===== src/rbmgs_pkg.sv =====
// Shared types and constants of the Gibbs node sampler.
`default_nettype none
package rbmgs_pkg;

    // Command codes of the input item.
    localparam logic [2:0] CMD_WRITE_WEIGHT = 3'd0;
    localparam logic [2:0] CMD_WRITE_BIAS   = 3'd1;
    localparam logic [2:0] CMD_SET_BIT      = 3'd2;
    localparam logic [2:0] CMD_SAMPLE       = 3'd3;

    // Configuration register indexes.
    localparam logic [1:0] CFG_VISIBLE_COUNT = 2'd0;
    localparam logic [1:0] CFG_HIDDEN_COUNT  = 2'd1;
    localparam logic [1:0] CFG_INV_TEMP      = 2'd2;

    localparam logic [8:0]  COUNT_RESET    = 9'd256;
    localparam logic [15:0] INV_TEMP_RESET = 16'd256;

    localparam int ENERGY_W = 25;
    localparam int PROB_W   = 16;

    // Work classes that the front end hands to the back end.
    typedef enum logic [2:0] {
        OP_WEIGHT,
        OP_BIAS,
        OP_BIT,
        OP_SAMPLE,
        OP_REJECT
    } op_t;

    typedef struct packed {
        op_t                op;
        logic               is_hid;
        logic [8:0]         own_idx;
        logic [9:0]         opp_count;
        logic [7:0]         vis_index;
        logic [7:0]         hid_index;
        logic signed [15:0] value;
        logic               bit_value;
        logic [15:0]        random_value;
    } work_t;

endpackage
`default_nettype wire


===== src/rbmgs_front.sv =====
// Front end: decodes and range-checks commands into a two-entry work queue.
`default_nettype none
module rbmgs_front #(
    parameter int MAX_VISIBLE = 256,
    parameter int MAX_HIDDEN  = 256
) (
    input  wire logic               clk,
    input  wire logic               rst_n,
    input  wire logic               push,
    output logic                    full,
    input  wire logic [2:0]         cmd,
    input  wire logic [8:0]         node_index,
    input  wire logic [7:0]         vis_index,
    input  wire logic [7:0]         hid_index,
    input  wire logic signed [15:0] value,
    input  wire logic               bit_value,
    input  wire logic [15:0]        random_value,
    input  wire logic [8:0]         visible_count,
    input  wire logic [8:0]         hidden_count,
    output logic                    q_valid,
    output rbmgs_pkg::work_t        q_item,
    input  wire logic               q_pop
);

    rbmgs_pkg::work_t entry_reg [2];
    rbmgs_pkg::work_t item;
    logic       wr_ptr_reg, wr_ptr_next;
    logic       rd_ptr_reg, rd_ptr_next;
    logic [1:0] count_reg, count_next;
    logic [8:0] nv, nh, vnode;
    logic [9:0] total;
    logic       is_hid, in_range, weight_ok, keep, store;

    always_comb
    begin
        nv = ({4'b0, visible_count} < 13'(MAX_VISIBLE)) ? visible_count : 9'(MAX_VISIBLE);
        nh = ({4'b0, hidden_count} < 13'(MAX_HIDDEN)) ? hidden_count : 9'(MAX_HIDDEN);
        total = {1'b0, nh} + {1'b0, nv};
        is_hid = node_index < nh;
        in_range = {1'b0, node_index} < total;
        vnode = node_index - nh;
        weight_ok = ({5'b0, vis_index} < 13'(MAX_VISIBLE))
                    && ({5'b0, hid_index} < 13'(MAX_HIDDEN));

        item.is_hid = is_hid;
        item.own_idx = is_hid ? node_index : vnode;
        item.opp_count = is_hid ? {1'b0, nv} : {1'b0, nh};
        item.vis_index = vis_index;
        item.hid_index = hid_index;
        item.value = value;
        item.bit_value = bit_value;
        item.random_value = random_value;
        item.op = rbmgs_pkg::OP_REJECT;
        keep = 1'b0;
        unique case (cmd)
            rbmgs_pkg::CMD_WRITE_WEIGHT:
            begin
                item.op = rbmgs_pkg::OP_WEIGHT;
                keep = weight_ok;
            end
            rbmgs_pkg::CMD_WRITE_BIAS:
            begin
                item.op = rbmgs_pkg::OP_BIAS;
                keep = in_range;
            end
            rbmgs_pkg::CMD_SET_BIT:
            begin
                item.op = rbmgs_pkg::OP_BIT;
                keep = in_range;
            end
            rbmgs_pkg::CMD_SAMPLE:
            begin
                item.op = in_range ? rbmgs_pkg::OP_SAMPLE : rbmgs_pkg::OP_REJECT;
                keep = 1'b1;
            end
            default:
            begin
                keep = 1'b0;
            end
        endcase
    end

    assign full = (count_reg == 2'd2);
    assign store = push && !full && keep;
    assign q_valid = (count_reg != 2'd0);
    assign q_item = entry_reg[rd_ptr_reg];

    always_comb
    begin
        wr_ptr_next = wr_ptr_reg ^ store;
        rd_ptr_next = rd_ptr_reg ^ (q_pop && q_valid);
        count_next = count_reg + {1'b0, store} - {1'b0, q_pop && q_valid};
    end

    always_ff @(posedge clk or negedge rst_n)
    begin
        if (!rst_n)
        begin
            wr_ptr_reg <= 1'b0;
            rd_ptr_reg <= 1'b0;
            count_reg <= 2'd0;
        end
        else
        begin
            wr_ptr_reg <= wr_ptr_next;
            rd_ptr_reg <= rd_ptr_next;
            count_reg <= count_next;
        end
    end

    always_ff @(posedge clk)
    begin
        if (store)
        begin
            entry_reg[wr_ptr_reg] <= item;
        end
    end

endmodule
`default_nettype wire


===== config.mk =====
export PLATFORM = sky130hd
export DESIGN_NAME = rbmgs_front
export DESIGN_NICKNAME = d
export VERILOG_FILES = /design/src/rbmgs_pkg.sv /design/src/rbmgs_front.sv
export SDC_FILE = /design/constraint.sdc
export NUM_CORES = 1
export LEC_CHECK = 0
export BUFFER_PORTS_ARGS = -buffer_cell sky130_fd_sc_hd__buf_2
export CAP_MARGIN = 20
export CORE_UTILIZATION = 35
export DETAILED_ROUTE_END_ITERATION = 6
export PLACE_DENSITY_LB_ADDON = 0.08
export SKIP_CTS_REPAIR_TIMING = 1
export SLEW_MARGIN = 40
export SYNTH_ARGS = -nofsm -noshare
export SYNTH_HDL_FRONTEND = slang
export SYNTH_SLANG_ARGS = --single-unit

===== constraint.sdc =====
create_clock -name clk -period 4.5 [get_ports clk]
set_clock_uncertainty 0.05 [all_clocks]
set_input_delay 0.675 -clock clk [delete_from_list [all_inputs] [get_ports clk]]
set_output_delay 0.675 -clock clk [all_outputs]
set_load 0.02 [all_outputs]

# Yosys cells after proc, flatten, opt, wreduce, memory -nomap -nowiden
# Memories as Yosys holds them, arrays and structs flattened.
# Index checks and enable logic that the tools add are counted.
[totals]
regBits = 4
ram_bits = 142
input_bits = 83
output_inout_bits = 74
mem_count = 1
[op_classes]
add_sub_neg = 4
magnitude_cmp = 4
eq_ne = 4
n_mux = 9
bitwise = 2
n_reduce_logical = 8
[mem_list]
columns = ["name", "depth", "width", "read_ports", "rd_clocked_by_memory_dff", "write_ports", "line_no", "source"]
rows = [
  ["entry_reg", 2, 71, 1, 0, 1, "rbmgs_front.sv:25", "rbmgs_pkg::work_t entry_reg [2];"],
]
[ops]
columns = ["operator", "n"]
rows = [
  ["$mux W9", 4],
  ["$lt A9 B9 Y1 const B", 2],
  ["$pmux W3 S4", 1],
  ["$add A9 B9 Y10", 1],
  ["$lt A9 B10 Y1", 1],
  ["$lt A9 B9 Y1", 1],
  ["$sub A9 B9 Y9", 1],
  ["$eq A3 B2 Y1 const B", 2],
  ["$reduce_or A2 Y1", 2],
  ["$eq A3 B1 Y1 const B", 1],
  ["$logic_and A1 B1 Y1", 3],
  ["$logic_not A3 Y1", 1],
  ["$mux W3", 1],
  ["$add A2 B1 Y2", 1],
  ["$eq A2 B2 Y1 const B", 1],
  ["$mux W1", 2],
  ["$pmux W1 S2", 1],
  ["$reduce_bool A2 Y1", 1],
  ["$sub A2 B1 Y2", 1],
  ["$xor A1 B1 Y1", 2],
  ["$logic_not A1 Y1", 1],
]

# Depth between registers and ports, before layout
# Gate-level depths: netlist of the first run.
[depth]
word_depth = 8
mapped_depth = 20

# Worst setup path after synthesis of the first run
# Ideal clock, no wire load.
[synth_path]
path_kind = "input-to-reg"
startpoint = "in hidden_count[8]"
endpoint = "mem entry_reg[1][0] (netlist name) (enable)"
setup_time_ns = 0.437
t_arrival_ns = 5.030
t_required_ns = 4.013
path_slack_ns = -1.017
stages = 16
n_path_buf = 0
path_cell_list = "clkinv_1 -> nand2_1 -> inv_1 -> ha_1 -> a211o_1 -> o211ai_1 -> a21boi_0 -> nor2_1 -> xor2_1 -> ha_1 -> a21oi_1 -> nor2_1 -> a2111oi_0 -> a211oi_1 -> a31oi_1 -> ha_1"
[synth_between]
elab_chain_cells = 8
[synth_rtl]
columns = ["element", "line_no", "source"]
rows = [
  ["start: declaration", "rbmgs_front.sv:19", "input wire logic [8:0] hidden_count,"],
  ["$lt A9 B9 Y1", "rbmgs_front.sv:37", "nh = ({4'b0, hidden_count} < 13'(MAX_HIDDEN)) ? hidden_count : 9'(MAX_HIDDEN);"],
  ["$mux W9 *", "rbmgs_front.sv:37", ""],
  ["$add A9 B9 Y10 *", "rbmgs_front.sv:38", "total = {1'b0, nh} + {1'b0, nv};"],
  ["$lt A9 B10 Y1 *", "rbmgs_front.sv:40", "in_range = {1'b0, node_index} < total;"],
  ["$pmux W1 S2 *", "rbmgs_front.sv:55", "unique case (cmd)"],
  ["$logic_and A1 B1 Y1 *", "rbmgs_front.sv:84", "assign store = push && !full && keep;"],
  ["$mux W1 *", "rbmgs_front.sv:113", "if (store)"],
  ["$mux W1 (implied by the code) *", "rbmgs_front.sv:115", "entry_reg[wr_ptr_reg] <= item;"],
  ["end: declaration", "rbmgs_front.sv:25", ""],
]
# Mark *: on every way between the ends. The rest lies on a longest branch, timed or not.

# Worst setup path in the final report of the first run
[layout_path]
startpoint = "in hidden_count[8]"
endpoint = "reg count_reg[1]"
[layout_between]
elab_chain_cells = 8
[layout_rtl]
columns = ["element", "line_no", "source"]
rows = [
  ["$lt A9 B9 Y1", "rbmgs_front.sv:37", ""],
  ["$mux W9 *", "rbmgs_front.sv:37", ""],
  ["$add A9 B9 Y10 *", "rbmgs_front.sv:38", ""],
  ["$lt A9 B10 Y1 *", "rbmgs_front.sv:40", ""],
  ["$pmux W1 S2 *", "rbmgs_front.sv:55", ""],
  ["$logic_and A1 B1 Y1 *", "rbmgs_front.sv:84", ""],
  ["$add A2 B1 Y2 *", "rbmgs_front.sv:92", "count_next = count_reg + {1'b0, store} - {1'b0, q_pop && q_valid};"],
  ["$sub A2 B1 Y2 *", "rbmgs_front.sv:92", ""],
  ["net count_next[1]", "rbmgs_front.sv:29", "logic [1:0] count_reg, count_next;"],
  ["end signal: assignment", "rbmgs_front.sv:107", "count_reg <= count_next;"],
  ["end: declaration", "rbmgs_front.sv:29", ""],
]
# Mark *: on every way through the listed nets, which the timed path passes. The rest lies on a longest branch.

==> results of run 1 <==
==> path summary, 6_finish.rpt <==
kind,start,end,slack [ns],cells after the start
hold / removal,rst_n,rd_ptr_reg$_DFF_PN0_,0.01,1
min in group clk,value[6],entry_reg[1][23]$_DFFE_PP_,0.40,1
setup reg to reg,count_reg[1]$_DFF_PN0_,count_reg[1]$_DFF_PN0_,2.34,8
hold reg to reg,count_reg[1]$_DFF_PN0_,count_reg[1]$_DFF_PN0_,0.43,1
max in group asynchronous,rst_n,rd_ptr_reg$_DFF_PN0_,4.24,1
setup / recovery,hidden_count[8],count_reg[1]$_DFF_PN0_,0.50,21
==> layout make-up <==
type	instances	area share, %
multi-input cells	236	25.9
repair buffers	174	11.8
inverters	21	0.930
clock buffers	18	5.06
clock inverters	13	1.34
flip-flops and latches	146	51.5
well taps	234	3.45
==> power groups by stage <==
stage	clock, mW	sequential (mW)	combinational, mW
global placement	0	1.90	1.33
CTS	1.34	1.79	1.47
global route	1.38	1.81	1.56
floorplan	0	1.75	1.00
finish	1.30	1.79	1.45
detailed placement	0	1.82	1.46
==> layout by cell type, fill, tap and decap left out, types with 4 or more instances in the layout <==
master | Yosys | layout
o21ai_0 | 9 | 8
mux2_2 | 74 | 74
nand2_1 | 10 | 10
nand2b_1 | 5 | 5
buf_4 | 1 | 13
ha_1 | 30 | 28
buf_2 | 0 | 155
inv_1 | 20 | 20
clkinvlp_4 | 0 | 4
clkbuf_16 | 0 | 17
edfxtp_1 | 142 | 142
nor2b_1 | 13 | 13
buf_12 | 0 | 5
xnor2_1 | 4 | 4
xor2_1 | 10 | 10
nor2_1 | 18 | 18
a21oi_1 | 13 | 13
mux2_4 | 8 | 8
==> per-layer routing <==
| layer | track usage (%) | vias to the layer above |
|---|---|---|
| met5 | 0 | - |
| met4 | 4.86 | 0 |
| met3 | 3.82 | 7 |
| met2 | 25.7 | 94 |
| met1 | 17.9 | 1955 |
| li1 | - | 1944 |
==> cells by family after synthesis <==
kind of cell               synth area share [%]
DFF                                        65.7
AOI/OAI and AO/OA                          5.69
xor gates and xnor gates                   1.84
muxes                                      14.5
adders and majority gates                  6.25
and+or+nand+nor                            4.03
other                                    0.0564
buffers and inverters                      1.98
==> metrics by stage <==
step	TNS, ns	instances
final	0	842
after global routing	0	842
after CTS	0	842
after detailed placement	-0.0435	811
after global placement	0	809
after floorplan	-40.72	414
==> critical path: stages <==
cell and delay (ns):
buf_2 0.13, clkinv_1 0.19, nand2_1 0.13, inv_1 0.07, ha_1 0.29, a211o_1 0.26, o211ai_1 0.14, a21boi_0 0.13
nor2_1 0.12, xor2_1 0.17, ha_1 0.26, a21oi_1 0.15, nor2_1 0.06, a2111oi_2 0.33, a211oi_1 0.16, a31o_2 0.26
ha_1 0.26, inv_1 0.04, ha_1 0.18, xnor2_1 0.16, xnor2_1 0.13
==> impl_metrics.tcl, run 1 <==
set metrics [dict create \
    dieHeight_um 140 \
    total_power_mw 4.53 \
    gp_congestion 0.794 \
    fp.dieArea_um2 19500 \
    switching_power_mw 1.44 \
    p_sw_share_pct 31.8 \
    regArea_um2 4370 \
    drive_gt1_share_pct 49.2 \
    fin_util_pct 45.5 \
    grt_pass1_wl_um 21700 \
    core.rowCount 50 \
    synth_commonest_cells "142 x edfxtp_1, 74 x mux2_2, 30 x ha_1" \
    wire_per_inst_um 16.8 \
    hold_viol 0 \
    grt_pass1_vias 4154 \
    synth_fp_nets 529 \
    portBuffers 155 \
    synth_edf_count 142 \
    cp-end-kind "flip-flop" \
    grt_max_degree 33 \
    yosysMostFrequentCell "edfxtp_1" \
    postRouteAntennaNets 0 \
    coreArea_um2 18600 \
    design_area_um2 8470 \
    dr.pass1.iters 4 \
    comb_power_share_pct 31.9 \
    clk_pin_slew_ns 0.06 \
    dr_wl_met3_um 594 \
    vias 4000 \
    setup_ws_ns 0.498 \
    synth_area_um2 6650 \
    tritoncts "yes" \
    multi_input_area_um2 2190 \
    drcViolationCount 0 \
    top_layer_used "met4" \
    setup_viol_count_final 0 \
    crit_arrival_ns 4.30 \
    power_leakage_nw 3.34 \
    holdWs_ns 0.0112 \
    cp-start-kind "input port" \
    largest_reg_flops 142 \
    max_cap_viol_count 0 \
    post_drt_via_cell_ratio 4.75 \
    finalWirelength_um 14100 \
    cts.sinks 146 \
    hold_path.class "in2async" \
    syn_inst 414 \
    synth-async-reset-ratio_pct 2.74 \
    antenna_found_initial 0 \
    ys.flop_type "edfxtp_1" \
    status "finished clean" \
    start_util_pct 35.7 \
    fmax_mhz 250 \
    antenna_cells 0 \
    internal-power_mw 3.09 \
    ys_seq_elements 146 \
    wl_met2_um 7080 \
    critPathKind "in2reg" \
    ys_warn_count 0 \
    synth.distinct_cells 50 \
    rsz0062_at_grt "false" \
    areaGrowthSynthToFinish_pct 27.5 \
    syn_area_per_cell_um2 16.1 \
    cts_made_buffers 17 \
    worstPathRequired_ns 4.79 \
    hpwl_um 10100 \
    finalCriticalPeriod_ns 4.00 \
    synth_area_leaders "edfxtp_1 64%, mux2_2 13%, ha_1 5.6%" \
    grt-ovfl-total 0 \
    fin_crit_sh_pct 88.9 \
    wl_met1_um 6310 \
    power_density_nw_per_um2 535 \
    yosysTopAreaCell "edfxtp_1" \
    h-tree-depth 4 \
    cp_max_fo 7 \
    slew_violations 0 \
    cts.path.max_buffers 2 \
    die_w_um 140 \
    synth_top_area_share_pct 64.2 \
    clkPwrFrac_pct 28.6 \
    fin_nets 711 \
    peakVddDrop_uv 248 \
    clockRootBuffer "clkbuf_16" \
    grt.total_usage_pct 14.8 \
    pwr-share-seq_pct 39.4 \
    insertion_delay_ns 0.42 \
    dpl_cell_area_um2 7920 \
    post-place-ws_ns -0.0435 \
    seq_area_frac_synth_pct 65.7 \
    drt_iter0_markers 153 \
    io_pins 157 \
    fill_cells 1724 \
]
Power figures use the tool's default switching activity.
==> run 2, diff against run 1 <==
--- a/config.mk
+++ b/config.mk
@@ -5,10 +5,10 @@
 export SDC_FILE = /design/constraint.sdc
 export NUM_CORES = 1
 export LEC_CHECK = 0
-export BUFFER_PORTS_ARGS = -buffer_cell sky130_fd_sc_hd__buf_2
 export CAP_MARGIN = 20
 export CORE_UTILIZATION = 35
 export DETAILED_ROUTE_END_ITERATION = 6
+export DONT_BUFFER_PORTS = 1
 export PLACE_DENSITY_LB_ADDON = 0.08
 export SKIP_CTS_REPAIR_TIMING = 1
 export SLEW_MARGIN = 40
==> constraint.sdc (replaced) <==
create_clock -name clk -period 3.6 [get_ports clk]
set_clock_uncertainty 0.05 [all_clocks]
set_input_delay 0.54 -clock clk [delete_from_list [all_inputs] [get_ports clk]]
set_output_delay 0.54 -clock clk [all_outputs]
set_load 0.02 [all_outputs]
==> impl_metrics.tcl, run 2 (synthesis results as in run 1) <==
set metrics [dict create \
    fmax_mhz 291 \
    hold_viol 0 \
    finalCriticalPeriod_ns 3.44 \
    pwr-share-seq_pct 41.7 \
    post-place-ws_ns -0.489 \
    cts.path.max_buffers 2 \
    hold_path.class "in2reg" \
    cp-start-kind "input port" \
    mostFrequentLayoutCell "edfxtp_1" \
    drcViolationCount 0 \
    setup_ws_ns 0.161 \
    cts.sinks 146 \
    fin_nets 579 \
    antenna_found_initial 1 \
    wire_per_inst_um 19.4 \
    holdWs_ns 0.170 \
    hpwl_um 9770 \
    internal-power_mw 3.69 \
    grt.total_usage_pct 14.6 \
    drt_iter0_markers 184 \
    gp_congestion 0.784 \
    setup_viol_count_final 0 \
    peakVddDrop_uv 278 \
    dr.pass1.iters 4 \
    power_density_nw_per_um2 673 \
    postRouteAntennaNets 0 \
    core.rowCount 50 \
    post_drt_via_cell_ratio 4.94 \
    largest_reg_flops 142 \
    insertion_delay_ns 0.41 \
    fp.dieArea_um2 19500 \
    critPathKind "in2reg" \
    io_pins 157 \
    start_util_pct 35.7 \
    p_sw_share_pct 31.7 \
    portBuffers 0 \
    drive_gt1_share_pct 38.6 \
    clkPwrFrac_pct 29.6 \
    clk_pin_slew_ns 0.06 \
    coreArea_um2 18600 \
    h-tree-depth 4 \
    slew_violations 0 \
    die_w_um 140 \
    maxSlewHeadroom_pct 64.7 \
    cp-end-kind "flip-flop" \
    grt_max_degree 41 \
    grt_pass1_vias 3696 \
    comb_power_share_pct 28.7 \
    max_cap_viol_count 0 \
    power_leakage_nw 2.85 \
    finalWirelength_um 13800 \
    crit_arrival_ns 3.72 \
    fin_crit_sh_pct 95.5 \
    dieHeight_um 140 \
    worstMarginPinSlew_ns 0.523 \
    switching_power_mw 1.71 \
    clockRootBuffer "clkbuf_16" \
    cts_made_buffers 17 \
    cp_max_fo 3 \
    final_cell_mix "142 x edfxtp_1, 74 x mux2_2, 34 x buf_4" \
    worstPathRequired_ns 3.88 \
    grt-ovfl-total 0 \
    fin_util_pct 43.0 \
    grt_pass1_wl_um 21000 \
    tritoncts "yes" \
    status "finished clean" \
    areaGrowthSynthToFinish_pct 20.7 \
    vias 3520 \
]
-- run 2: changes by cell type in the layout (fill, tap and decap cells not counted), moves of 2 or more --
| cell | change |
|---|---|
| buf_2 | -155 |
| buf_4 | +21 |
| ha_1 | -4 |
| ha_4 | +4 |
| a21oi_1 | -2 |
| a21oi_2 | +2 |
| buf_12 | +2 |
| clkinvlp_4 | +2 |
| inv_1 | -2 |
| inv_2 | +2 |
| nor2b_1 | -2 |
-- run 2: metrics by stage --
| step | instances | cell area (um^2) | power, mW | TNS (ns) |
|---|---|---|---|---|
| 2_1_floorplan | 414 | 6740 | 3.47 | -74.34 |
| 3_3_place_gp | 677 | 7360 | 3.80 | -67.85 |
| 3_5_place_dp | 678 | 7380 | 3.84 | -66.83 |
| 4_1_cts | 710 | 7920 | 5.47 | -5.47 |
| 5_1_grt | 712 | 8020 | 5.67 | -0.0209 |
| 6_report | 712 | 8020 | 5.40 | 0 |
-- run 2: layout make-up --
| type | instances | area (um^2) |
|---|---|---|
| Antenna cell | 1 | 2.50 |
| Clock buffer | 19 | 433 |
| Clock inverter | 13 | 110 |
| Fill cell | 1692 | 10600 |
| Inverter | 21 | 83.8 |
| Multi-Input combinational cell | 236 | 2320 |
| Sequential cell | 146 | 4370 |
| Tap cell | 234 | 293 |
| Timing Repair Buffer | 42 | 405 |
-- run 2: worst paths after layout --
| check | end | cells past startpoint | slack, ns | startpoint |
|---|---|---|---|---|
| worst min-delay path | entry_reg[0][20]$_DFFE_PP_ | 0 | 0.17 | value[3] |
| worst max-delay path | count_reg[1]$_DFF_PN0_ | 21 | 0.16 | visible_count[0] |
| min in group asynchronous | rd_ptr_reg$_DFF_PN0_ | 1 | 0.37 | rst_n |
| max in group asynchronous | rd_ptr_reg$_DFF_PN0_ | 1 | 2.92 | rst_n |
| worst max register to register | count_reg[1]$_DFF_PN0_ | 8 | 1.33 | count_reg[1]$_DFF_PN0_ |
| worst min register to register | count_reg[1]$_DFF_PN0_ | 1 | 0.44 | count_reg[1]$_DFF_PN0_ |
-- run 2: critical path, cell delays in order --
cell and delay (ns):
nor2b_2 0.18, ha_4 0.16, inv_2 0.03, fa_2 0.34, nor2b_1 0.14, o21ai_2 0.07, a21oi_2 0.15, nor2_1 0.07
xor2_1 0.16, ha_1 0.28, nand2_1 0.07, buf_4 0.13, nor2_1 0.07, o21ai_1 0.09, a211oi_2 0.35, a31o_2 0.24
ha_4 0.20, inv_2 0.06, ha_4 0.13, xnor2_2 0.11, xnor2_1 0.13
-- run 2: metal layers --
layer | vias to the layer above | global-route usage (%) | routed length (um)
met3 | 16 | 6.19 | 1030
met5 | - | 0 | 0
li1 | 1674 | - | -
met1 | 1721 | 17.4 | 5850
met4 | 0 | 5.55 | 196
met2 | 109 | 23.4 | 6740
-- run 2: power groups by stage --
| stage | combinational (mW) | clock [mW] | sequential [mW] |
|---|---|---|---|
| 2_1_floorplan | 1.28 | 0 | 2.19 |
| 3_3_place_gp | 1.43 | 0 | 2.37 |
| 3_5_place_dp | 1.54 | 0 | 2.29 |
| 4_1_cts | 1.56 | 1.65 | 2.26 |
| 5_1_grt | 1.66 | 1.73 | 2.28 |
| 6_report | 1.55 | 1.60 | 2.25 |
==> run 3, diff against run 2 <==
--- a/config.mk
+++ b/config.mk
@@ -9,7 +9,7 @@
 export CORE_UTILIZATION = 35
 export DETAILED_ROUTE_END_ITERATION = 6
 export DONT_BUFFER_PORTS = 1
-export PLACE_DENSITY_LB_ADDON = 0.08
+export PLACE_DENSITY = 0.59
 export SKIP_CTS_REPAIR_TIMING = 1
 export SLEW_MARGIN = 40
 export SYNTH_ARGS = -nofsm -noshare
==> impl_metrics.tcl, run 3 (synthesis results as in run 1) <==
set metrics [dict create \
    drive_gt1_share_pct 38.9 \
    cts.sinks 146 \
    grt.total_usage_pct 14.2 \
    grt_pass1_wl_um 20600 \
    vias 3576 \
    internal-power_mw 3.68 \
    multi_input_area_um2 2290 \
    post_drt_via_cell_ratio 5.02 \
    clk_pin_slew_ns 0.06 \
    antenna_found_initial 1 \
    coreArea_um2 18600 \
    fp.dieArea_um2 19500 \
    clkPwrFrac_pct 29.3 \
    core.rowCount 50 \
    finalSetupTns_ns 0 \
    dp.cells 676 \
    pwr-share-seq_pct 41.7 \
    fin_crit_sh_pct 97.3 \
    finalWirelength_um 13500 \
    power_density_nw_per_um2 672 \
    grt-ovfl-total 0 \
    grt_max_degree 42 \
    insertion_delay_ns 0.41 \
    portBuffers 0 \
    crit_arrival_ns 3.74 \
    h-tree-depth 4 \
    slew_violations 0 \
    peakVddDrop_uv 280 \
    cp-end-kind "flip-flop" \
    final_cell_mix "142 x edfxtp_1, 74 x mux2_2, 33 x buf_4" \
    tritoncts "yes" \
    clockRootBuffer "clkbuf_16" \
    largest_reg_flops 142 \
    drt_iter0_markers 151 \
    fmax_mhz 286 \
    hold_viol 0 \
    cp-start-kind "input port" \
    areaGrowthSynthToFinish_pct 20.8 \
    final-instance-count-excl-fill 713 \
    fin_nets 580 \
    die_w_um 140 \
    io_pins 157 \
    grt_pass1_vias 3682 \
    finalCriticalPeriod_ns 3.50 \
    status "finished clean" \
    critPathKind "in2reg" \
    gp_congestion 0.850 \
    setup_viol_count_final 0 \
    drcViolationCount 0 \
    regArea_um2 4370 \
    dieHeight_um 140 \
    dr.pass1.iters 4 \
    switching_power_mw 1.71 \
    wire_per_inst_um 19.0 \
    max_cap_viol_count 0 \
    comb_power_share_pct 29.0 \
    hpwl_um 9980 \
    power_leakage_nw 2.87 \
    hold_path.class "in2reg" \
    cp_max_fo 7 \
    start_util_pct 35.7 \
    mostFrequentLayoutCell "edfxtp_1" \
    worstPathRequired_ns 3.84 \
    postRouteAntennaNets 0 \
    cts_made_buffers 17 \
    fill_cells 1676 \
    cts.path.max_buffers 2 \
    p_sw_share_pct 31.7 \
]
run 3: changes by cell type in the layout (fill, tap and decap cells not counted), sizes merged:
| cell | delta |
|---|---|
| clkinv | +2 |
| buf | +1 |
| bufinv | -1 |
| clkbuf | +1 |
| clkinvlp | -1 |
| inv | -1 |
run 3: layer usage:
metal,wire [um],vias up,track usage (%)
met3,1480,12,7.50
met5,0,-,0
met4,183,0,4.40
met2,6440,146,23.3
met1,5430,1745,15.8
li1,-,1673,-
run 3: worst paths after layout:
| path | startpoint | to | slack [ns] | depth (start not counted) |
|---|---|---|---|---|
| max in group asynchronous | rst_n | rd_ptr_reg$_DFF_PN0_ | 2.94 | 1 |
| setup / recovery | hidden_count[8] | count_reg[1]$_DFF_PN0_ | 0.1 | 18 |
| min in group asynchronous | rst_n | count_reg[0]$_DFF_PN0_ | 0.36 | 1 |
| hold / removal | vis_index[4] | entry_reg[0][45]$_DFFE_PP_ | 0.17 | 0 |
| hold reg to reg | count_reg[1]$_DFF_PN0_ | count_reg[1]$_DFF_PN0_ | 0.45 | 1 |
| setup reg to reg | count_reg[1]$_DFF_PN0_ | count_reg[1]$_DFF_PN0_ | 1.32 | 8 |
run 3: through the flow:
| step | util [%] | hold WS, ns | setup slack (ns) | instance area (um^2) | power (mW) |
|---|---|---|---|---|---|
| floorplan | - | 0.194 | -0.522 | 6740 | 3.47 |
| global placement | 39.5 | 0.195 | -0.452 | 7370 | 3.79 |
| detailed placement | 39.6 | 0.195 | -0.498 | 7390 | 3.84 |
| CTS | 42.6 | -0.252 | -0.0805 | 7940 | 5.44 |
| global route | 43.0 | 0.140 | -0.0367 | 8030 | 5.64 |
| finish | 43.1 | 0.172 | 0.0986 | 8030 | 5.39 |
run 3: critical path: stages:
cell and delay (ns):
clkinv_4 0.05, nand2_1 0.10, inv_1 0.07, ha_1 0.30, a2111oi_1 0.42, a22o_1 0.23, xor2_1 0.19, ha_1 0.29
nand2_1 0.09, nor2_1 0.06, a2111oi_2 0.24, a211oi_2 0.17, a31o_2 0.29, ha_4 0.26, inv_2 0.04, ha_4 0.15
xnor2_2 0.13, xnor2_1 0.12
run 3: power by group through the flow:
| stage | sequential [mW] | clock (mW) | combinational [mW] |
|---|---|---|---|
| 4_1_cts | 2.26 | 1.63 | 1.56 |
| 3_3_place_gp | 2.36 | 0 | 1.43 |
| 5_1_grt | 2.27 | 1.70 | 1.66 |
| 3_5_place_dp | 2.29 | 0 | 1.55 |
| 6_report | 2.25 | 1.58 | 1.56 |
| 2_1_floorplan | 2.19 | 0 | 1.28 |
run 3: area by class of cell:
| type | count | area share, % |
|---|---|---|
| Timing Repair Buffer | 43 | 5.46 |
| Multi-Input combinational cell | 236 | 28.6 |
| Clock buffer | 20 | 5.81 |
| Tap cell | 234 | 3.65 |
| Sequential cell | 146 | 54.4 |
| Inverter | 21 | 1.04 |
| Antenna cell | 1 | 0.0312 |
| Clock inverter | 12 | 1.03 |
